**src/sv/cct_pkg.sv**
```systemverilog
// Package: shared constants, codes and the command word for the cluster chain table.
`default_nettype none
package cct_pkg;

  localparam int TABLE_ENTRIES      = 4096;
  localparam int FIRST_DATA_CLUSTER = 2;

  localparam int ACTION_W  = 3;
  localparam int CLUSTER_W = 12;
  localparam int LINK_W    = 16;
  localparam int STATUS_W  = 2;
  localparam int IDX_W     = $clog2(TABLE_ENTRIES);
  localparam int STEP_W    = $clog2(TABLE_ENTRIES + 1);
  localparam int KIND_W    = 3;

  localparam int QUEUE_DEPTH = 2;
  localparam int QPTR_W      = $clog2(QUEUE_DEPTH);
  localparam int QCNT_W      = $clog2(QUEUE_DEPTH + 1);

  // request actions
  localparam logic [ACTION_W-1:0] ACT_READ   = 3'd0;
  localparam logic [ACTION_W-1:0] ACT_WRITE  = 3'd1;
  localparam logic [ACTION_W-1:0] ACT_ALLOC  = 3'd2;
  localparam logic [ACTION_W-1:0] ACT_APPEND = 3'd3;
  localparam logic [ACTION_W-1:0] ACT_FREE   = 3'd4;

  // result status
  localparam logic [STATUS_W-1:0] ST_OK      = 2'd0;
  localparam logic [STATUS_W-1:0] ST_NOSPACE = 2'd1;
  localparam logic [STATUS_W-1:0] ST_RANGE   = 2'd2;
  localparam logic [STATUS_W-1:0] ST_LIMIT   = 2'd3;

  // work kinds handed from front to back
  localparam logic [KIND_W-1:0] K_DONE   = 3'd0;  // result known at classify time
  localparam logic [KIND_W-1:0] K_READ   = 3'd1;
  localparam logic [KIND_W-1:0] K_WRITE  = 3'd2;
  localparam logic [KIND_W-1:0] K_ALLOC  = 3'd3;
  localparam logic [KIND_W-1:0] K_APPEND = 3'd4;
  localparam logic [KIND_W-1:0] K_FREE   = 3'd5;

  typedef struct packed {
    logic [KIND_W-1:0]   kind;
    logic [STATUS_W-1:0] status;
    logic [IDX_W-1:0]    idx;
    logic [LINK_W-1:0]   value;
  } cmd_t;

endpackage
`default_nettype wire

```
**src/sv/cct_front.sv**
```systemverilog
// Front end: accepts requests, range-checks them and builds the command word.
`default_nettype none
module cct_front (
  input  wire logic                           start,
  input  wire logic [cct_pkg::ACTION_W-1:0]   action,
  input  wire logic [cct_pkg::CLUSTER_W-1:0]  cluster,
  input  wire logic [cct_pkg::LINK_W-1:0]     value,
  input  wire logic [cct_pkg::LINK_W-1:0]     end_marker,
  input  wire logic                           q_full,
  input  wire logic                           clearing,
  output logic                                busy,
  output logic                                push,
  output cct_pkg::cmd_t                       cmd
);

  logic [cct_pkg::LINK_W-1:0] cl16;
  logic                       in_table;
  logic                       in_data;

  assign busy = q_full || clearing;
  assign push = start && !busy;

  assign cl16     = cct_pkg::LINK_W'(cluster);
  assign in_table = {1'b0, cl16} < (cct_pkg::LINK_W + 1)'(cct_pkg::TABLE_ENTRIES);
  assign in_data  = in_table && (cl16 >= cct_pkg::LINK_W'(cct_pkg::FIRST_DATA_CLUSTER));

  always_comb begin
    cmd.kind   = cct_pkg::K_DONE;
    cmd.status = cct_pkg::ST_OK;
    cmd.idx    = cl16[cct_pkg::IDX_W-1:0];
    cmd.value  = value;
    case (action)
      cct_pkg::ACT_READ: begin
        if (in_table) cmd.kind = cct_pkg::K_READ;
        else cmd.status = cct_pkg::ST_RANGE;
      end
      cct_pkg::ACT_WRITE: begin
        if (in_table) cmd.kind = cct_pkg::K_WRITE;
        else cmd.status = cct_pkg::ST_RANGE;
      end
      cct_pkg::ACT_ALLOC: begin
        cmd.kind = cct_pkg::K_ALLOC;
      end
      cct_pkg::ACT_APPEND: begin
        if (in_data) cmd.kind = cct_pkg::K_APPEND;
        else cmd.status = cct_pkg::ST_RANGE;
      end
      cct_pkg::ACT_FREE: begin
        // start at end of chain: nothing to free
        if (cl16 == end_marker) cmd.kind = cct_pkg::K_DONE;
        else if (in_data) cmd.kind = cct_pkg::K_FREE;
        else cmd.status = cct_pkg::ST_RANGE;
      end
      default: begin
        cmd.kind = cct_pkg::K_DONE;
      end
    endcase
  end

endmodule
`default_nettype wire

```
**config.mk**
```make
export PLATFORM = sky130hd
export DESIGN_NAME = cct_front
export DESIGN_NICKNAME = d
export VERILOG_FILES = /design/src/sv/cct_pkg.sv /design/src/sv/cct_front.sv
export SDC_FILE = /design/constraint.sdc
export NUM_CORES = 1
export LEC_CHECK = 0
export BUFFER_PORTS_ARGS = -buffer_cell sky130_fd_sc_hd__clkbuf_2
export CORE_MARGIN = 3
export CORE_UTILIZATION = 29
export DETAILED_ROUTE_END_ITERATION = 16
export MAX_ROUTING_LAYER = met4
export PLACE_DENSITY = 0.95
export SYNTH_ARGS = -nofsm -noshare
export SYNTH_HDL_FRONTEND = slang
export SYNTH_SLANG_ARGS = --single-unit
export TNS_END_PERCENT = 20
```
**constraint.sdc**
```tcl
create_clock -name vclk -period 1.4
set_input_delay 0.28 -clock vclk [all_inputs]
set_output_delay 0.28 -clock vclk [all_outputs]
set_load 0.02 [all_outputs]
```
Yosys cells after proc, flatten, opt, wreduce, memory -nomap -nowiden
Index checks and enable logic that the tools add are counted.

cells by class
  magnitude comparators = 2
  equal/unequal tests = 5
  mux-type cells = 10
  reductions and logical operators = 6

operators by type and width
  operator                                               count
  equality test 12 x 16 -> 1 bit                         1
  one-hot mux 3 bit (5 select lines)                     1
  < comparator 12 x 13 -> 1 bit (second input constant)  1
  >= comparator 12 x 2 -> 1 bit (second input constant)  1
  2-to-1 mux 3 bit                                       3
  2-to-1 mux 2 bit                                       4
  equality test 3 x 2 -> 1 bit (second input constant)   2
  one-hot mux 2 bit (3 select lines)                     1
  equality test 3 x 1 -> 1 bit (second input constant)   1
  equality test 3 bit (second input constant)            1
  logical NOT 3 bit                                      1
  logical AND 1 bit                                      2
  OR reduction 2 bit                                     1
  logical NOT 1 bit                                      1
  logical OR 1 bit                                       1
  2-to-1 mux 1 bit                                       1

storage, ports and cells
  register bits = 0
  input bits = 50
  output and inout bits = 35
  word-level logic and storage cells = 23

Longest topological paths before layout
  depth in word-level cells = 5
  gate-level depth with buffers = 4
  mapped depth without buffers = 4

Worst setup path before layout
OpenSTA, ideal clock, no wires.

  kind = input-to-output
  start point = input port cluster[9] (netlist name)
  end point = output port cmd[30] (netlist name)
  arrival time = 1,122 ps
  data required time = 1,120 ps
  setup slack = -2 ps
  stages on the path = 4
  path buffers = 0
  cell sequence = nor3_1 > and3_4 > or3_1 > o22ai_1

RTL lines
  what         line             source
  from (decl)  cct_front.sv:6   input wire logic [cct_pkg::CLUSTER_W-1:0] cluster,
  to (decl)    cct_front.sv:13  output cct_pkg::cmd_t cmd

==> out/results.txt <==
Crit Path Max Fanout: 2
I/O Buffers: 52
# IOs: 85
gpl congestion: 0.627
crit path kind: input pin to primary output
Setup Slack @ Placement: -305 ps
crit-path cells: clkbuf_2 -> nor4_4 -> nand2_1 -> nor4_2 -> o22ai_2 -> clkbuf_8
setup TNS: -646 ps
Routed Antenna Nets: 0
Final Instance Area: 629 µm²
1st-iter DRT viols: 0
final period utilization: 118%
layout cells sized above 1: 68.8%
GRT Total Usage: 10.1%
setup ws final: -248 ps
worst hold slack: 560 ps
Synthesis Warnings: 0
slowest CP cell: nor4_2
syn_area_per_cell: 7.34 µm²
Setup Buffers After CTS: 0
Setup crit end kind: primary output
fin. max-slew vios: 0
outcome: finished, violations left
Residual DRC: 0
failing checks: setup timing
via count: 507
setup violators final: 3
die width: 47.2 µm
PwrDens: 338 nW/µm²
DRT Pass-1 Iters: 1
vias in the first global route: 398
Max Cap Violations: 0
Seq cells: 0
total die area: 2230 µm²
vias per cell: 4.65
placed inst area: 583 µm²
WL final: 1340 µm
Finished Layout Cells: 109
largest net degree at the start of global routing: 6
initial antenna violation count: 0
Seq/Total Area, Yosys: 0%
post-layout min period: 1650 ps
class of the worst hold path: input pin to primary output
Starting Density: 31.5%
VDD IR-drop max: 0.000130 V
RSZ-0062 raised after global routing: yes
critical path arrival: 1370 ps
final net count: 145
Buf+Inv Stages, Crit Path: 2
core region area: 1560 µm²
Antenna Cells: 0
first-pass GRT wire length: 1580 µm
Distinct cells, synth: 19
Layout area overhead: 28.0%
wire per inst: 12.3 µm
register area: 0 µm²
critical path startpoint category: input pin
Syn Inst Count: 67
placed insts: 109
# rows: 14
Hold-fix buffers, CTS: 0
DP Wirelength: 1200 µm
slowest stage delay, CP: 320 ps
Highest Clock Rate: 0.607 GHz
grt total ovfl: 0
Syn Nets: 117
number of clock buffers in the layout: 0
static leakage: 0.334 nW
delay-heaviest family, CP: simple AND/OR/NAND/NOR gates
Die Ht: 47.2 µm
Worst EP required: 1120 ps
cell area after synthesis: 492 µm²
final hold vios: 0
## through the flow
stage                     util [%]  power [mW]
final                         40.4       0.213
after global routing          40.4       0.228
after CTS                     39.3       0.209
after detailed placement      37.4       0.199
after global placement        37.4       0.194
after floorplan                  -       0.189
## final cells by class
class | count | area (µm²)
Fill cell | 181 | 930
Multi-Input combinational cell | 36 | 310
Timing Repair Buffer | 55 | 292
Tap cell | 16 | 20.0
Inverter | 2 | 7.51
## routing by layer
| layer | vias up | part of all wire, % | global-route usage [%] | routed length [µm] |
|---|---|---|---|---|
| li1 | 252 | - | - | - |
| met1 | 213 | 31 | 7.78 | 422 |
| met2 | 40 | 58 | 23.8 | 777 |
| met3 | 2 | 11 | 1.15 | 142 |
| met4 | 0 | 0.15 | 0.552 | 2 |
| met5 | - | 0 | - | 0 |
## kinds of logic (layout without fill, tap and decap cells)
group | count (synthesis) | count (layout) | share of synthesized area, %
buf+inv | 31 | 57 | 45.8
other cells | 1 | 1 | 0.763
xor+xnor | 13 | 13 | 23.2
compound gates | 3 | 3 | 3.82
simple gates | 19 | 19 | 26.5
## path summary, 6_finish.rpt
check / start / endpoint / slack, ps / cells after the start
min: value[12] / cmd[12] / 560 / 0
max: end_marker[13] / cmd[30] / -250 / 6
## where the power goes
group	internal, mW	total, mW	switching, mW
registers	0	0	0
clock network	0	0	0
logic	0.0989	0.213	0.114
total	0.0989	0.213	0.114
## layout by cell type, fill, tap and decap left out, types with 2 or more instances in the layout
cell       n
clkbuf_2  50
buf_4      3
nand4_1    2
inv_1      2
xnor2_1   12
nor2_1     2
nor3_1     2
nor4_4     2
nor4_2     2
nand2_1    2
## synthesized netlist by cell type, types with 2 or more instances
cell type	number	area share (%)
buf_4	29	44
xnor2_1	13	23
nor4_1	3	3.8
inv_1	2	1.5
nand2_1	2	1.5
nand4_1	2	2.5
nor2_1	2	1.5
nor3_1	2	2.0
nor4_2	2	5.1
## repair_timing
| item | CTS | global route |
|---|---|---|
| hold endpoints to repair | 0 | 0 |
| endpoints found under the setup margin | 3 | 3 |
| pin swaps | 3 | 2 |
| resized for setup | 5 | 3 |
Power figures use the tool's default switching activity.
