<file path="config.mk">
export PLATFORM = sky130hd
export DESIGN_NAME = cct_queue
export DESIGN_NICKNAME = d
export VERILOG_FILES = /design/src/sv/cct_pkg.sv /design/src/sv/cct_queue.sv
export SDC_FILE = /design/constraint.sdc
export NUM_CORES = 1
export LEC_CHECK = 0
export BUFFER_PORTS_ARGS = -buffer_cell sky130_fd_sc_hd__buf_4
export CAP_MARGIN = 10
export CORE_AREA = 2 2 69 104
export CTS_CLUSTER_SIZE = 16
export DETAILED_ROUTE_END_ITERATION = 8
export DIE_AREA = 0 0 71 106
export PLACE_DENSITY = 0.67
export SKIP_CTS_REPAIR_TIMING = 1
export SYNTH_ARGS = -nofsm -noshare
export SYNTH_HDL_FRONTEND = slang
export SYNTH_SLANG_ARGS = --single-unit
</file>
<file path="constraint.sdc">
create_clock -name clk -period 2.95 [get_ports clk]
set_clock_uncertainty 0.05 [all_clocks]
set_input_delay 0.295 -clock clk [delete_from_list [all_inputs] [get_ports clk]]
set_output_delay 0.295 -clock clk [all_outputs]
set_load 0.01 [all_outputs]
</file>
<file path="src/sv/cct_pkg.sv">
// Package: shared constants, codes and the command word for the cluster chain table.
`default_nettype none
package cct_pkg;

  localparam int TABLE_ENTRIES      = 4096;
  localparam int FIRST_DATA_CLUSTER = 2;

  localparam int ACTION_W  = 3;
  localparam int CLUSTER_W = 12;
  localparam int LINK_W    = 16;
  localparam int STATUS_W  = 2;
  localparam int IDX_W     = $clog2(TABLE_ENTRIES);
  localparam int STEP_W    = $clog2(TABLE_ENTRIES + 1);
  localparam int KIND_W    = 3;

  localparam int QUEUE_DEPTH = 2;
  localparam int QPTR_W      = $clog2(QUEUE_DEPTH);
  localparam int QCNT_W      = $clog2(QUEUE_DEPTH + 1);

  // request actions
  localparam logic [ACTION_W-1:0] ACT_READ   = 3'd0;
  localparam logic [ACTION_W-1:0] ACT_WRITE  = 3'd1;
  localparam logic [ACTION_W-1:0] ACT_ALLOC  = 3'd2;
  localparam logic [ACTION_W-1:0] ACT_APPEND = 3'd3;
  localparam logic [ACTION_W-1:0] ACT_FREE   = 3'd4;

  // result status
  localparam logic [STATUS_W-1:0] ST_OK      = 2'd0;
  localparam logic [STATUS_W-1:0] ST_NOSPACE = 2'd1;
  localparam logic [STATUS_W-1:0] ST_RANGE   = 2'd2;
  localparam logic [STATUS_W-1:0] ST_LIMIT   = 2'd3;

  // work kinds handed from front to back
  localparam logic [KIND_W-1:0] K_DONE   = 3'd0;  // result known at classify time
  localparam logic [KIND_W-1:0] K_READ   = 3'd1;
  localparam logic [KIND_W-1:0] K_WRITE  = 3'd2;
  localparam logic [KIND_W-1:0] K_ALLOC  = 3'd3;
  localparam logic [KIND_W-1:0] K_APPEND = 3'd4;
  localparam logic [KIND_W-1:0] K_FREE   = 3'd5;

  typedef struct packed {
    logic [KIND_W-1:0]   kind;
    logic [STATUS_W-1:0] status;
    logic [IDX_W-1:0]    idx;
    logic [LINK_W-1:0]   value;
  } cmd_t;

endpackage
`default_nettype wire

</file>
<file path="src/sv/cct_queue.sv">
// Short command queue between front end and back end.
`default_nettype none
module cct_queue (
  input  wire logic          clk,
  input  wire logic          rst,
  input  wire logic          push,
  input  wire cct_pkg::cmd_t push_cmd,
  input  wire logic          pop,
  output logic               full,
  output logic               valid,
  output cct_pkg::cmd_t      head
);

  cct_pkg::cmd_t                entries [cct_pkg::QUEUE_DEPTH];
  logic [cct_pkg::QPTR_W-1:0]   wr_ptr;
  logic [cct_pkg::QPTR_W-1:0]   rd_ptr;
  logic [cct_pkg::QCNT_W-1:0]   count;

  assign full  = (count == cct_pkg::QCNT_W'(cct_pkg::QUEUE_DEPTH));
  assign valid = (count != '0);
  assign head  = entries[rd_ptr];

  always_ff @(posedge clk) begin
    if (push) begin
      entries[wr_ptr] <= push_cmd;
    end
    if (rst) begin
      wr_ptr <= '0;
      rd_ptr <= '0;
      count  <= '0;
    end else begin
      if (push) wr_ptr <= wr_ptr + 1'b1;
      if (pop)  rd_ptr <= rd_ptr + 1'b1;
      if (push && !pop)      count <= count + 1'b1;
      else if (pop && !push) count <= count - 1'b1;
    end
  end

endmodule
`default_nettype wire

</file>
=== Word-level counts from Yosys, hierarchy flattened ===
Memories as Yosys holds them, arrays and structs flattened. A register that Yosys moved wholly into a read port is not among the register bits.
Cells that the tools add are included.

* $add $sub $neg: 4
* Reduce and logical (&&, ||, !) cells: 6
* Mux-type cells: 6
* Equality and inequality tests: 1

{| class="wikitable"
|+ Operators by type and width
! cell !! count
|-
| 2-to-1 mux 1 bit || 4
|-
| 2-to-1 mux 2 bit || 2
|-
| nonzero test 2 bit || 2
|-
| adder 1 bit, second input constant || 2
|-
| adder 2 x 1 -> 2 bit, second input constant || 1
|-
| equality test 2 bit, second input constant || 1
|-
| logical AND 1 bit || 2
|-
| logical NOT 1 bit || 2
|-
| subtractor 2 x 1 -> 2 bit, second input constant || 1
|}

* Flip-flop bits (word level): 4
* Memories kept: 1
* Output and inout bits: 35
* Input port bits: 37
* RAM bits: 66

{| class="wikitable"
|+ Memory list
! name !! depth !! bits a word !! rd ports !! clocked after Yosys merged registers in !! write ports !! RTL line !! source
|-
| entries || 2 || 33 || 1 || 1 || 1 || cct_queue.sv:14 || <nowiki>cct_pkg::cmd_t entries [cct_pkg::QUEUE_DEPTH];</nowiki>
|}

=== Longest topological paths before layout ===
Gate-level depths: netlist of the first run.

* Depth after elaboration: 4
* Depth in mapped cells: 5
* Gate-level depth less buffers: 5

=== Worst setup path before layout of the first run ===
Ideal clock, no wire load.

* Path kind: reg-to-reg
* Start: register wr_ptr
* End: memory entries[0][0] in the netlist's numbering (enable)
* Slack: 0.661 ns
* Data required time: 2.473 ns
* Cell stages (with the launch flop): 2
* Arrival time: 1.812 ns
* Cell sequence: dfxtp_1 > nor2b_1

{| class="wikitable"
|+ RTL lines
! element !! RTL line !! source
|-
| from (decl) || cct_queue.sv:15 || <nowiki>logic [cct_pkg::QPTR_W-1:0] wr_ptr;</nowiki>
|-
| from (signal assigned) || cct_queue.sv:32 || <nowiki>if (push) wr_ptr <= wr_ptr + 1'b1;</nowiki>
|-
| to (decl) || cct_queue.sv:14 ||
|}

No word-level cell before the write port.

==> results by group, run 1 <==
Status
  – Outcome: completed

Placed design
  – Final weighted congestion of routability-driven global placement: about 0.65
  – Final HPWL DP: ~2.9 mm
  – Buffers added on ports: 71

Cells and area
  – Antenna cells: 0
  – Fraction of the core area covered by cells at the end of the flow: 0.5057
  – Area taken by flip-flops and latches: ~2100 um^2
  – Multi-input gate area: ~490 um^2
  – Total Nets Final: approximately 240
  – Layout filler cell count: around 580
  – Syn-to-layout area delta: 31.00%
  – Fraction of final layout cells sized beyond drive strength 1: 0.5905

Global route
  – First-pass GRT wire length: approximately 6.7 mm
  – Met1 usage: 0.1363
  – GRT Overall Usage: 0.1214
  – Met3 layer usage reported by global route: 0.03981
  – Largest net degree at the start of global routing: 34
  – Number of global-route vias before repair: about 1400
  – Antenna violations before repair: 0
  – Met2 Track Usage GR: 0.2023
  – GR Overflow Total: 0
  – Busiest metal layer after global routing: met2

Worst setup path
  – Critical path startpoint category: flop
  – CP endpoint kind: primary output
  – WP data required: 2.61 ns
  – Critical path type: reg -> out
  – Arrival time at the worst endpoint: about 1.5 ns
  – Maximum net fanout on the critical path: 21

Clock tree
  – Number of buffers on the longest clock path: 2
  – Number of buffers created by CTS: 9
  – Clock-pin slew on the worst setup and hold paths: around 0.07 ns
  – Sinks on the clock net: 71
  – TritonCTS clock tree: done
  – Worst skew pair latency: around 0.33 ns
  – Cell chosen for the clock root: sky130_fd_sc_hd__clkbuf_8
  – CTS H-Tree Depth: 3

Logic synthesis
  – Syn nets: roughly 160
  – Number of distinct library cells after synthesis: 17
  – Number of synthesized flops with an enable pin: 66
  – Share of synthesized flip-flops with an asynchronous set or reset: 0
  – Most common cell in the netlist: sky130_fd_sc_hd__edfxtp_1
  – Synth area leader: sky130_fd_sc_hd__edfxtp_1
  – Sequential cell area fraction in the yosys report: 0.8035
  – Synth top cells by count: 66 x sky130_fd_sc_hd__edfxtp_1, 33 x sky130_fd_sc_hd__mux2_2, 5 x sky130_fd_sc_hd__dfxtp_1, 4 x sky130_fd_sc_hd__nor2_1, 3 x sky130_fd_sc_hd__buf_4
  – Summed instance area of the synthesized netlist: 2591 um^2
  – Synthesized instance count: approximately 130
  – Yosys reg bits: 71
  – Avg Cell Area, Syn: 20.73 um^2
  – Yosys top cell area share: 0.7648
  – Ys flop type: sky130_fd_sc_hd__edfxtp_1
  – Largest cells by area after synthesis: sky130_fd_sc_hd__edfxtp_1 76%, sky130_fd_sc_hd__mux2_2 14%, sky130_fd_sc_hd__dfxtp_1 3.9%
  – YS warnings: 0

Pwr
  – Static leakage: 1.287 nW
  – Power density relative to cell area: between 600 and 700 nW/um^2
  – Peak supply drop: 0.3058 mV

Drt
  – Detailed-routing iteration count for the pre-antenna-repair pass: 4
  – DRT Wirelength: ~4.4 mm
  – Number of vias per cell after detailed routing: approximately 4.6
  – Remaining routing DRC violations: 0
  – Antenna-violating nets left: 0
  – Detail-routed net length per standard cell: approximately 15 um
  – Count of routing violations after the opening detailed-route iteration: 80
  – Vias after detailed routing: roughly 1300

Timing
  – Setup TNS Final: 0 ns
  – Maximum clock frequency: around 550 MHz
  – Final-report hold violation count: 0
  – Unrepaired setup endpoints after global routing: no
  – Transition time of the tightest slew-check pin: 0.9688 ns
  – Rel. slew slack: 0.3528
  – Final setup viols: 0
  – Final period utilization: 0.6195
  – Tmin final: approximately 1.8 ns
  – Final max-slew violation count: 0

Floorplanning
  – Placement Rows: 37
  – Area of the die: ~7500 um^2
  – Core footprint: approximately 6700 um^2
  – Top-level I/O count: 72
  – Effective utilization at floorplan: 0.3860
  – Width of the chip: approximately 71 um
  – Vertical die dimension: approximately 110 um

Worst hold path
  – Class of the tightest hold or removal check: in -> reg

Flow run
  – Number of max-cap violations: 0
-- layout by cell type (no fill, tap or decap), types with 2 or more instances in the layout --
cell                       instances
sky130_fd_sc_hd__buf_4            73
sky130_fd_sc_hd__clkbuf_1          2
sky130_fd_sc_hd__clkbuf_8         11
sky130_fd_sc_hd__clkinv_2          2
sky130_fd_sc_hd__dfxtp_1           5
sky130_fd_sc_hd__edfxtp_1         66
sky130_fd_sc_hd__mux2_2           33
sky130_fd_sc_hd__nor2_1            4
sky130_fd_sc_hd__xnor2_1           2
sky130_fd_sc_hd__xor2_1            2
-- cell families (layout without fill, tap and decap cells) --
| logic type | after synthesis | after routing | share of synthesized area |
|---|---|---|---|
| simple gates | 9 | 9 | 0.01884 |
| flops | 71 | 71 | 0.8035 |
| xor+xnor | 4 | 4 | 0.01352 |
| fa+ha+maj | 1 | 1 | 0.004828 |
| buf+inv | 5 | 90 | 0.01207 |
| mux | 33 | 33 | 0.1434 |
| compound gates | 2 | 2 | 0.003859 |
-- through the flow --
step | instances | hold slack, ns | cell area [um^2] | power, mW | setup slack [ns]
floorplan | 125 | 0.3141 | 2591 | 1.356 | 0.6615
global placement | 272 | 0.4287 | 3218 | 1.503 | 1.285
detailed placement | 272 | 0.4341 | 3218 | 1.510 | 1.255
CTS | 288 | 0.07690 | 3395 | 2.190 | 1.083
global route | 288 | 0.07886 | 3395 | 2.251 | 1.053
finish | 288 | 0.09458 | 3395 | 2.155 | 1.123
-- critical path, cell delays in order, from the launching register on --
cell,delay (ns)
sky130_fd_sc_hd__dfxtp_1,0.33
sky130_fd_sc_hd__buf_4,0.28
sky130_fd_sc_hd__mux2_2,0.39
sky130_fd_sc_hd__buf_4,0.14
-- routing by layer --
| metal | wire [um] | vias up |
|---|---|---|
| met4 | 97 | 0 |
| met1 | 1708 | 622 |
| met5 | 0 | - |
| met2 | 2292 | 48 |
| met3 | 262 | 8 |
| li1 | - | 640 |
-- cell type report --
| cell class | count | area share |
|---|---|---|
| multi-input cells | 49 | 0.1434 |
| clock buffers | 13 | 0.04681 |
| clock inverters | 3 | 0.005160 |
| well taps | 78 | 0.02875 |
| inverters | 1 | 0.001106 |
| repair buffers | 73 | 0.1614 |
| flip-flops and latches | 71 | 0.6133 |
-- worst paths after layout --
path | start | endpoint | slack (ns) | cells past startpoint
hold / removal | push_cmd[1] | entries[1][1]$_DFFE_PP_ | 0.09 | 1
setup / recovery | flop | head[21] | 1.12 | 3
setup reg to reg | wr_ptr$_SDFFE_PP0P_ | entries[1][17]$_DFFE_PP_ | 1.37 | 1
hold reg to reg | count[1]$_SDFFE_PP0P_ | count[1]$_SDFFE_PP0P_ | 0.46 | 2
-- power breakdown --
| part | total (mW) | switching, mW | leakage, nW | internal [mW] |
|---|---|---|---|---|
| Sequential | 1.19 | 0.0179 | 0.661 | 1.17 |
| Clock | 0.674 | 0.325 | 0.0894 | 0.349 |
| Combinational | 0.291 | 0.130 | 0.537 | 0.161 |
| Total | 2.15 | 0.472 | 1.29 | 1.68 |
-- state kept, by name, indices dropped and copies added, names as in the netlist, named ones only --
name and count:
wr_ptr 1, rd_ptr 1, count 2, entries 66
(Power assumes the default switching activity.)
==> run 2: changes to the inputs <==
==> constraint.sdc (replaced) <==
create_clock -name clk -period 1.75 [get_ports clk]
set_clock_uncertainty 0.05 [all_clocks]
set_input_delay 0.175 -clock clk [delete_from_list [all_inputs] [get_ports clk]]
set_output_delay 0.175 -clock clk [all_outputs]
set_load 0.01 [all_outputs]
==> run 2 against run 1 <==
  * Clock power grew 100%
  * Sequential power is 68% higher
  * Non-clock buffer count is 38 higher
  * Via count is 14% higher
  * Critical path type unchanged
  * Hold slack lost 0.045 ns
==> results by group, run 2 (synthesized netlist as in run 1, its figures left out) <==
Status
  – Outcome: completed (unchanged)

Cells and area
  – Fraction of final layout cells sized beyond drive strength 1: 0.5182 (was 0.5905)
  – Most common cell after layout, fill and taps aside: sky130_fd_sc_hd__buf_4 (unchanged)
  – Most flops, register: entries (unchanged)
  – Biggest regs: entries: 66 flops, count: 2 flops (unchanged)
  – Syn-to-layout area delta: 46.55% (was 31.00%)
  – Total Nets Final: 281 (was 243)
  – Antenna cells: 0 (unchanged)
  – Largest register FFs: 66 (unchanged)
  – Layout filler cell count: 543 (was 577)
  – Commonest cells after routing, fill and taps aside: 77 x sky130_fd_sc_hd__buf_4, 66 x sky130_fd_sc_hd__edfxtp_1, 34 x sky130_fd_sc_hd__dlygate4sd3_1 (was 73 x sky130_fd_sc_hd__buf_4, 66 x sky130_fd_sc_hd__edfxtp_1, 33 x sky130_fd_sc_hd__mux2_2)

Worst setup path
  – WP data required: 1.52 ns (was 2.61 ns)
  – Cell depth of the worst flop-to-flop path: 2 (was 1)
  – Flop2flop setup slack: 0.51 ns (was 1.37 ns)
  – Sum of buffers and inverters on the critical path: 2 (unchanged)
  – Critical path, cell by cell: buf_4, mux2_2, buf_4 (unchanged)
  – Crit path to: head[12] (was head[21])
  – Top cell family by delay on the critical path: buffers and inverters (unchanged)
  – Cell mode on critical path: sky130_fd_sc_hd__buf_4 (unchanged)
  – CP endpoint kind: primary output (unchanged)
  – Number of cells on the critical path: 3 (unchanged)
  – Maximum net fanout on the critical path: 18 (was 21)
  – Critical Path Slowest Stage Cell: sky130_fd_sc_hd__mux2_2 (unchanged)
  – Reg2reg end: entries[1][17]$_DFFE_PP_ (unchanged)
  – Critical path startpoint category: flop (unchanged)
  – R2r startpoint: wr_ptr$_SDFFE_PP0P_ (unchanged)
  – Crit path largest cell delay: 0.38 ns (was 0.39 ns)
  – Critical path type: reg -> out (unchanged)
  – Arrival time at the worst endpoint: 1.45 ns (was 1.48 ns)

Timing
  – Minimum setup slack in the final design: 0.07977 ns (was 1.123 ns)
  – Final-report hold violation count: 0 (unchanged)
  – Setup TNS Final: 0 ns (unchanged)
  – Final period utilization: 0.9544
  – Final max-slew violation count: 0 (unchanged)
  – Rel. slew slack: 0.8050 (was 0.3528)
  – Final setup viols: 0 (unchanged)
  – Tmin final: around 1.7 ns
  – Transition time of the tightest slew-check pin: 0.2925 ns (was 0.9688 ns)
  – Maximum clock frequency: roughly 600 MHz
  – Unrepaired setup endpoints after global routing: yes (was no)

Clock tree
  – Clock-pin slew on the worst setup and hold paths: 0.07 ns (about the same)
  – Sinks on the clock net: 71 (unchanged)
  – TritonCTS clock tree: done (unchanged)
  – Worst skew pair latency: 0.34 ns (was 0.33 ns)
  – CTS H-Tree Depth: 3 (unchanged)
  – Cell chosen for the clock root: sky130_fd_sc_hd__clkbuf_8 (unchanged)
  – Number of buffers on the longest clock path: 2 (unchanged)
  – Number of buffers created by CTS: 9 (unchanged)

Placed design
  – Final HPWL DP: 3.044 mm (was 2.894 mm)
  – Buffers added on ports: 71 (unchanged)
  – Worst Setup Slack post-DPL: 0.4219 ns (was 1.255 ns)
  – Final weighted congestion of routability-driven global placement: 0.6913 (was 0.6537)

Flow run
  – Number of max-cap violations: 0 (unchanged)

Pwr
  – Total design power: 3.918 mW (was 2.155 mW)
  – Peak supply drop: 0.4848 mV (was 0.3058 mV)
  – Static leakage: 1.464 nW (was 1.287 nW)
  – Power density relative to cell area: 1032 nW/um^2 (was 634.7 nW/um^2)

Floorplanning
  – Placement Rows: 37 (unchanged)
  – Top-level I/O count: 72 (unchanged)
  – Effective utilization at floorplan: 0.3860 (unchanged)
  – Core footprint: 6713 um^2 (unchanged)
  – Vertical die dimension: 106 um (unchanged)
  – Width of the chip: 71 um (unchanged)
  – Area of the die: 7526 um^2 (unchanged)

Global route
  – GR Overflow Total: 0 (unchanged)
  – First-pass GRT wire length: 6.734 mm (was 6.693 mm)
  – Number of global-route vias before repair: 1441 (was 1403)
  – Antenna violations before repair: 0 (unchanged)
  – Largest net degree at the start of global routing: 22 (was 34)
  – GRT Overall Usage: 0.1230 (was 0.1214)

Drt
  – Detail-routed net length per standard cell: 14.39 um (was 15.14 um)
  – Number of vias per cell after detailed routing: 4.628 (was 4.576)
  – Detailed-routing iteration count for the pre-antenna-repair pass: 4 (unchanged)
  – Vias after detailed routing: 1504 (was 1318)
  – Count of routing violations after the opening detailed-route iteration: 94 (was 80)
  – DRT Wirelength: 4.677 mm (was 4.361 mm)
  – Antenna-violating nets left: 0 (unchanged)
  – Remaining routing DRC violations: 0 (unchanged)

Worst hold path
  – Class of the tightest hold or removal check: in -> reg (unchanged)
  – Number of cells traversed by the worst hold path: 3 (was 1)
==> run 2: cell types whose count changed in the layout (fill, tap and decap cells not counted) <==
cell	previous run	this run
sky130_fd_sc_hd__bufinv_16	0	2
sky130_fd_sc_hd__and2_1	0	1
sky130_fd_sc_hd__and2_2	1	0
sky130_fd_sc_hd__clkbuf_8	11	9
sky130_fd_sc_hd__buf_4	73	77
sky130_fd_sc_hd__clkinv_4	0	1
sky130_fd_sc_hd__clkbuf_1	2	0
sky130_fd_sc_hd__dlygate4sd3_1	0	34
==> run 2: where the power goes <==
group / internal, mW / switching [mW]
Combinational: 0.329 / 0.233
Clock: 0.790 / 0.562
Sequential: 1.97 / 0.0293
Total: 3.09 / 0.824
==> run 2: cell type report <==
class	count	area (um^2)	share of cell area
clock buffers	9	123.9	0.03262
clock inverters	6	86.33	0.02273
multi-input cells	49	485.5	0.1278
repair buffers	111	918.4	0.2418
well taps	78	97.59	0.02570
inverters	1	3.754	0.0009885
flip-flops and latches	71	2082	0.5483
==> run 2: through the flow <==
step                      utilization  std cells  area (um^2)  hold slack, ns
after global placement         0.4837        276         3247          0.3100
after global routing           0.5657        325         3797         0.06743
after detailed placement       0.4837        276         3247          0.3128
after CTS                      0.5150        291         3457        -0.05718
final                          0.5657        325         3797         0.04925
after floorplan                     -        125         2594          0.1941
==> run 2: worst min-delay path: cells and delay by family <==
family	cells	cell delay [ns]
buffers and inverters	1	0.09
AND/OR/NAND/NOR	1	0.07
XOR/XNOR	1	0.07
==> run 2: per-layer routing <==
layer | vias to the layer above | share of wire | global-route usage
met4 | 0 | 0.022 | 0.06469
met1 | 731 | 0.36 | 0.1160
met3 | 9 | 0.049 | 0.05308
met2 | 49 | 0.57 | 0.2196
met5 | - | 0 | 0
li1 | 715 | - | -
==> run 2: worst min path at each step <==
| stage | from | endpoint | slack, ns |
|---|---|---|---|
| floorplan | rst | count[1]$_SDFFE_PP0P_ | 0.19 |
| global placement | push_cmd[1] | entries[0][1]$_DFFE_PP_ | 0.31 |
| global route | push | wr_ptr$_SDFFE_PP0P_ | 0.07 |
| finish | pop | rd_ptr$_SDFFE_PP0P_ | 0.05 |
| detailed placement | push_cmd[20] | entries[1][20]$_DFFE_PP_ | 0.31 |
| CTS | push_cmd[27] | entries[1][27]$_DFFE_PP_ | -0.06 |
==> run 3: changes to the inputs <==
--- a/config.mk
+++ b/config.mk
@@ -5,13 +5,14 @@
 export SDC_FILE = /design/constraint.sdc
 export NUM_CORES = 1
 export LEC_CHECK = 0
+export ABC_AREA = 1
 export BUFFER_PORTS_ARGS = -buffer_cell sky130_fd_sc_hd__buf_4
 export CAP_MARGIN = 10
-export CORE_AREA = 2 2 69 104
+export CORE_AREA = 2 2 89 134
 export CTS_CLUSTER_SIZE = 16
 export DETAILED_ROUTE_END_ITERATION = 8
-export DIE_AREA = 0 0 71 106
-export PLACE_DENSITY = 0.67
+export DIE_AREA = 0 0 91 136
+export PLACE_DENSITY = 0.47
 export SKIP_CTS_REPAIR_TIMING = 1
 export SYNTH_ARGS = -nofsm -noshare
 export SYNTH_HDL_FRONTEND = slang
==> run 3 against run 2 <==
  * Total power up 10%
  * Critical path depth unchanged
  * Setup slack improved by 0.035 ns
  * First-iteration DRC count down 52%
  * Critical endpoint unchanged
  * Wire length up 15%
  * Critical path type unchanged
  * Sequential share of layout area is 4.1 points lower
  * Register-to-register slack better by 0.02 ns
==> results by group, run 3 <==
Status
  – Outcome: completed (unchanged)

Timing
  – Final max-slew violation count: 0 (unchanged)
  – Smallest hold slack: 0.08529 ns (was 0.04925 ns)
  – Rel. slew slack: 0.7698 (was 0.8050)
  – Transition time of the tightest slew-check pin: 0.3454 ns (was 0.2925 ns)
  – Final period utilization: 0.9344 (was 0.9544)
  – Minimum setup slack in the final design: 0.1148 ns (was 0.07977 ns)
  – Tmin final: 1.635 ns (was 1.670 ns)
  – Unrepaired setup endpoints after global routing: no (was yes)
  – Final setup viols: 0 (unchanged)
  – Setup TNS Final: 0 ns (unchanged)
  – Final-report hold violation count: 0 (unchanged)
  – Maximum clock frequency: 611.6 MHz (was 598.7 MHz)

Logic synthesis
  – Largest cells by area after synthesis: sky130_fd_sc_hd__edfxtp_1 72%, sky130_fd_sc_hd__mux2_4 16%, sky130_fd_sc_hd__dfxtp_1 3.6% (was sky130_fd_sc_hd__edfxtp_1 76%, sky130_fd_sc_hd__mux2_2 14%, sky130_fd_sc_hd__dfxtp_1 3.9%)
  – Share of synthesized flip-flops with an asynchronous set or reset: 0 (unchanged)
  – Ys flop type: sky130_fd_sc_hd__edfxtp_1 (unchanged)
  – Yosys reg bits: 71 (unchanged)
  – Yosys top cell area share: 0.7171 (was 0.7648)
  – Post-synthesis xor/xnor area fraction: 0.003169 (was 0.01352)
  – Simple-Gate Fraction of Synth Area: 0.02218 (was 0.01883)
  – Multiplexer area fraction after synthesis: 0.1752 (was 0.1434)
  – Synthesized instance count: 136 (was 125)
  – Synth top cells by count: 66 x sky130_fd_sc_hd__edfxtp_1, 30 x sky130_fd_sc_hd__mux2_4, 9 x sky130_fd_sc_hd__inv_1, 6 x sky130_fd_sc_hd__nand2_1, 6 x sky130_fd_sc_hd__nor2_1 (was 66 x sky130_fd_sc_hd__edfxtp_1, 33 x sky130_fd_sc_hd__mux2_2, 5 x sky130_fd_sc_hd__dfxtp_1, 4 x sky130_fd_sc_hd__nor2_1, 3 x sky130_fd_sc_hd__buf_4)
  – Most common cell in the netlist: sky130_fd_sc_hd__edfxtp_1 (unchanged)
  – Syn nets: 174 (was 163)
  – Synth area leader: sky130_fd_sc_hd__edfxtp_1 (unchanged)
  – Fraction of the mapped netlist area in compound gates: 0.003622 (was 0.003863)
  – Number of distinct library cells after synthesis: 16 (was 17)
  – Synth Area in Adders: 0.004527 (was 0.004829)
  – YS warnings: 0 (unchanged)
  – Main combinational cell family by area after synthesis: multiplexers (unchanged)
  – Sequential cell area fraction in the yosys report: 0.7533 (was 0.8035)
  – Avg Cell Area, Syn: 20.32 um^2 (was 20.73 um^2)
  – Summed instance area of the synthesized netlist: 2764 um^2 (was 2591 um^2)
  – Number of synthesized flops with an enable pin: 66 (unchanged)

Cells and area
  – Multi-input gate area: 584.3 um^2 (was 485.5 um^2)
  – Layout filler cell count: 1123 (was 543)
  – Biggest regs: entries: 66 flops, count: 2 flops (unchanged)
  – Fraction of final layout cells sized beyond drive strength 1: 0.4826 (was 0.5182)
  – Most common cell after layout, fill and taps aside: sky130_fd_sc_hd__buf_4 (unchanged)
  – Most flops, register: entries (unchanged)
  – Total Nets Final: 292 (was 281)
  – Largest register FFs: 66 (unchanged)
  – Antenna cells: 0 (unchanged)
  – Commonest cells after routing, fill and taps aside: 75 x sky130_fd_sc_hd__buf_4, 66 x sky130_fd_sc_hd__edfxtp_1, 34 x sky130_fd_sc_hd__dlygate4sd3_1 (was 77 x sky130_fd_sc_hd__buf_4, 66 x sky130_fd_sc_hd__edfxtp_1, 34 x sky130_fd_sc_hd__dlygate4sd3_1)
  – Area taken by flip-flops and latches: 2083 um^2 (was 2082 um^2)
  – Syn-to-layout area delta: 48.53% (was 46.55%)

Worst hold path
  – Class of the tightest hold or removal check: in -> reg (unchanged)
  – Number of cells traversed by the worst hold path: 3 (unchanged)
  – Hold_sp: pop (unchanged)
  – Endpoint with the worst hold slack: rd_ptr$_SDFFE_PP0P_ (unchanged)

Worst setup path
  – Number of cells on the critical path: 3 (unchanged)
  – R2r startpoint: wr_ptr$_SDFFE_PP0P_ (unchanged)
  – Critical path startpoint category: flop (unchanged)
  – Flop2flop setup slack: 0.53 ns (was 0.51 ns)
  – Reg2reg end: entries[1][6]$_DFFE_PP_ (was entries[1][17]$_DFFE_PP_)
  – Sum of buffers and inverters on the critical path: 2 (unchanged)
  – WP data required: 1.52 ns (about the same)
  – Cell depth of the worst flop-to-flop path: 3 (was 2)
  – Arrival time at the worst endpoint: 1.41 ns (was 1.45 ns)
  – Critical path type: reg -> out (unchanged)
  – Critical path, cell by cell: buf_6, mux2_2, buf_4 (was buf_4, mux2_2, buf_4)
  – Top cell family by delay on the critical path: buffers and inverters (unchanged)
  – CP endpoint kind: primary output (unchanged)
  – Critical Path Slowest Stage Cell: sky130_fd_sc_hd__mux2_2 (unchanged)
  – Crit path largest cell delay: 0.36 ns (was 0.38 ns)
  – Maximum net fanout on the critical path: 14 (was 18)

Global route
  – GRT Overall Usage: 0.08909 (was 0.1230)
  – First-pass GRT wire length: 7.845 mm (was 6.734 mm)
  – Number of global-route vias before repair: 1513 (was 1441)
  – Antenna violations before repair: 0 (unchanged)
  – GR Overflow Total: 0 (unchanged)
  – Largest net degree at the start of global routing: 24 (was 22)

Floorplanning
  – Width of the chip: 91 um (was 71 um)
  – Placement Rows: 48 (was 37)
  – Effective utilization at floorplan: 0.2448 (was 0.3860)
  – Vertical die dimension: 136 um (was 106 um)
  – Top-level I/O count: 72 (unchanged)
  – Area of the die: 12380 um^2 (was 7526 um^2)
  – Core footprint: 11290 um^2 (was 6713 um^2)

Clock tree
  – Worst skew pair latency: 0.33 ns (was 0.34 ns)
  – Cell chosen for the clock root: sky130_fd_sc_hd__clkbuf_16 (was sky130_fd_sc_hd__clkbuf_8)
  – TritonCTS clock tree: done (unchanged)
  – Number of buffers on the longest clock path: 2 (unchanged)
  – Number of buffers created by CTS: 9 (unchanged)
  – Clock-pin slew on the worst setup and hold paths: 0.05 ns (was 0.07 ns)
  – CTS H-Tree Depth: 3 (unchanged)
  – Sinks on the clock net: 71 (unchanged)

Drt
  – Remaining routing DRC violations: 0 (unchanged)
  – Number of vias per cell after detailed routing: 3.753 (was 4.628)
  – Detailed-routing iteration count for the pre-antenna-repair pass: 4 (unchanged)
  – DRT Wirelength: 5.399 mm (was 4.677 mm)
  – Count of routing violations after the opening detailed-route iteration: 45 (was 94)
  – Vias after detailed routing: 1535 (was 1504)
  – Detail-routed net length per standard cell: 13.20 um (was 14.39 um)
  – Antenna-violating nets left: 0 (unchanged)

Placed design
  – Final HPWL DP: 3.472 mm (was 3.044 mm)
  – Buffers added on ports: 71 (unchanged)
  – Worst Setup Slack post-DPL: 0.3799 ns (was 0.4219 ns)
  – Final weighted congestion of routability-driven global placement: 0.6865 (was 0.6913)

Flow run
  – Number of max-cap violations: 0 (unchanged)

Pwr
  – Power density relative to cell area: 1053 nW/um^2 (was 1032 nW/um^2)
  – Peak supply drop: 0.5034 mV (was 0.4848 mV)
  – Static leakage: 1.642 nW (was 1.464 nW)
## run 3: cell count changes in the layout (fill, tap and decap cells not counted), moves of 2 or more
cell                        delta
sky130_fd_sc_hd__inv_1         +7
sky130_fd_sc_hd__clkinv_1      +2
sky130_fd_sc_hd__mux2_4       +30
sky130_fd_sc_hd__buf_4         -2
sky130_fd_sc_hd__mux2_2       -30
sky130_fd_sc_hd__clkbuf_1      +2
sky130_fd_sc_hd__clkbuf_8      -9
sky130_fd_sc_hd__xor2_1        -2
sky130_fd_sc_hd__clkbuf_16     +9
sky130_fd_sc_hd__nand2_1       +6
## run 3: layout make-up
class / count / area share
Clock buffer: 11 / 0.05669
Clock inverter: 5 / 0.01189
Inverter: 9 / 0.008229
Multi-Input combinational cell: 52 / 0.1423
Sequential cell: 71 / 0.5075
Tap cell: 150 / 0.04572
Timing Repair Buffer: 111 / 0.2277
## run 3: routing by layer
layer | GRT usage | vias up | share of wire
li1 | - | 747 | -
met1 | 0.08354 | 743 | 0.36
met2 | 0.1568 | 36 | 0.57
met3 | 0.04047 | 9 | 0.044
met4 | 0.05556 | 0 | 0.027
met5 | 0 | - | 0
## run 3: worst max-delay path by stage
stage	start	endpoint	slack [ns]
2_1_floorplan	wr_ptr$_SDFFE_PP0P_	entries[0][0]$_DFFE_PP_	0.1
6_report	flop	head[12]	0.11
5_1_grt	flop	head[12]	0.05
4_1_cts	flop	head[12]	0.009
3_3_place_gp	flop	head[12]	0.38
3_5_place_dp	flop	head[12]	0.38
## run 3: worst register-to-register path, stage by stage (launching register included)
cell and delay, ns:
sky130_fd_sc_hd__dfxtp_1 0.39, sky130_fd_sc_hd__nand2_1 0.07, sky130_fd_sc_hd__clkinv_1 0.06, sky130_fd_sc_hd__buf_4 0.31
## run 3: stage by stage
| stage | std cells | utilization | area [um^2] | power [mW] |
|---|---|---|---|---|
| final | 409 | 0.3636 | 4105 | 4.321 |
| after global routing | 409 | 0.3636 | 4105 | 4.503 |
| after CTS | 375 | 0.3331 | 3761 | 4.344 |
| after detailed placement | 359 | 0.3082 | 3480 | 2.574 |
| after global placement | 359 | 0.3082 | 3480 | 2.564 |
| after floorplan | 136 | - | 2766 | 2.329 |
## run 3: kinds of logic after synthesis
family / count (synthesis)
xor+xnor: 1
compound gates: 2
fa+ha+maj: 1
buf+inv: 13
simple gates: 15
flops: 71
mux: 33
## run 3: power breakdown
group / switching, mW / leakage (nW) / internal [mW]
Combinational: 0.242 / 0.840 / 0.357
Clock: 0.643 / 0.141 / 1.09
Sequential: 0.0264 / 0.661 / 1.96
Total: 0.912 / 1.64 / 3.41
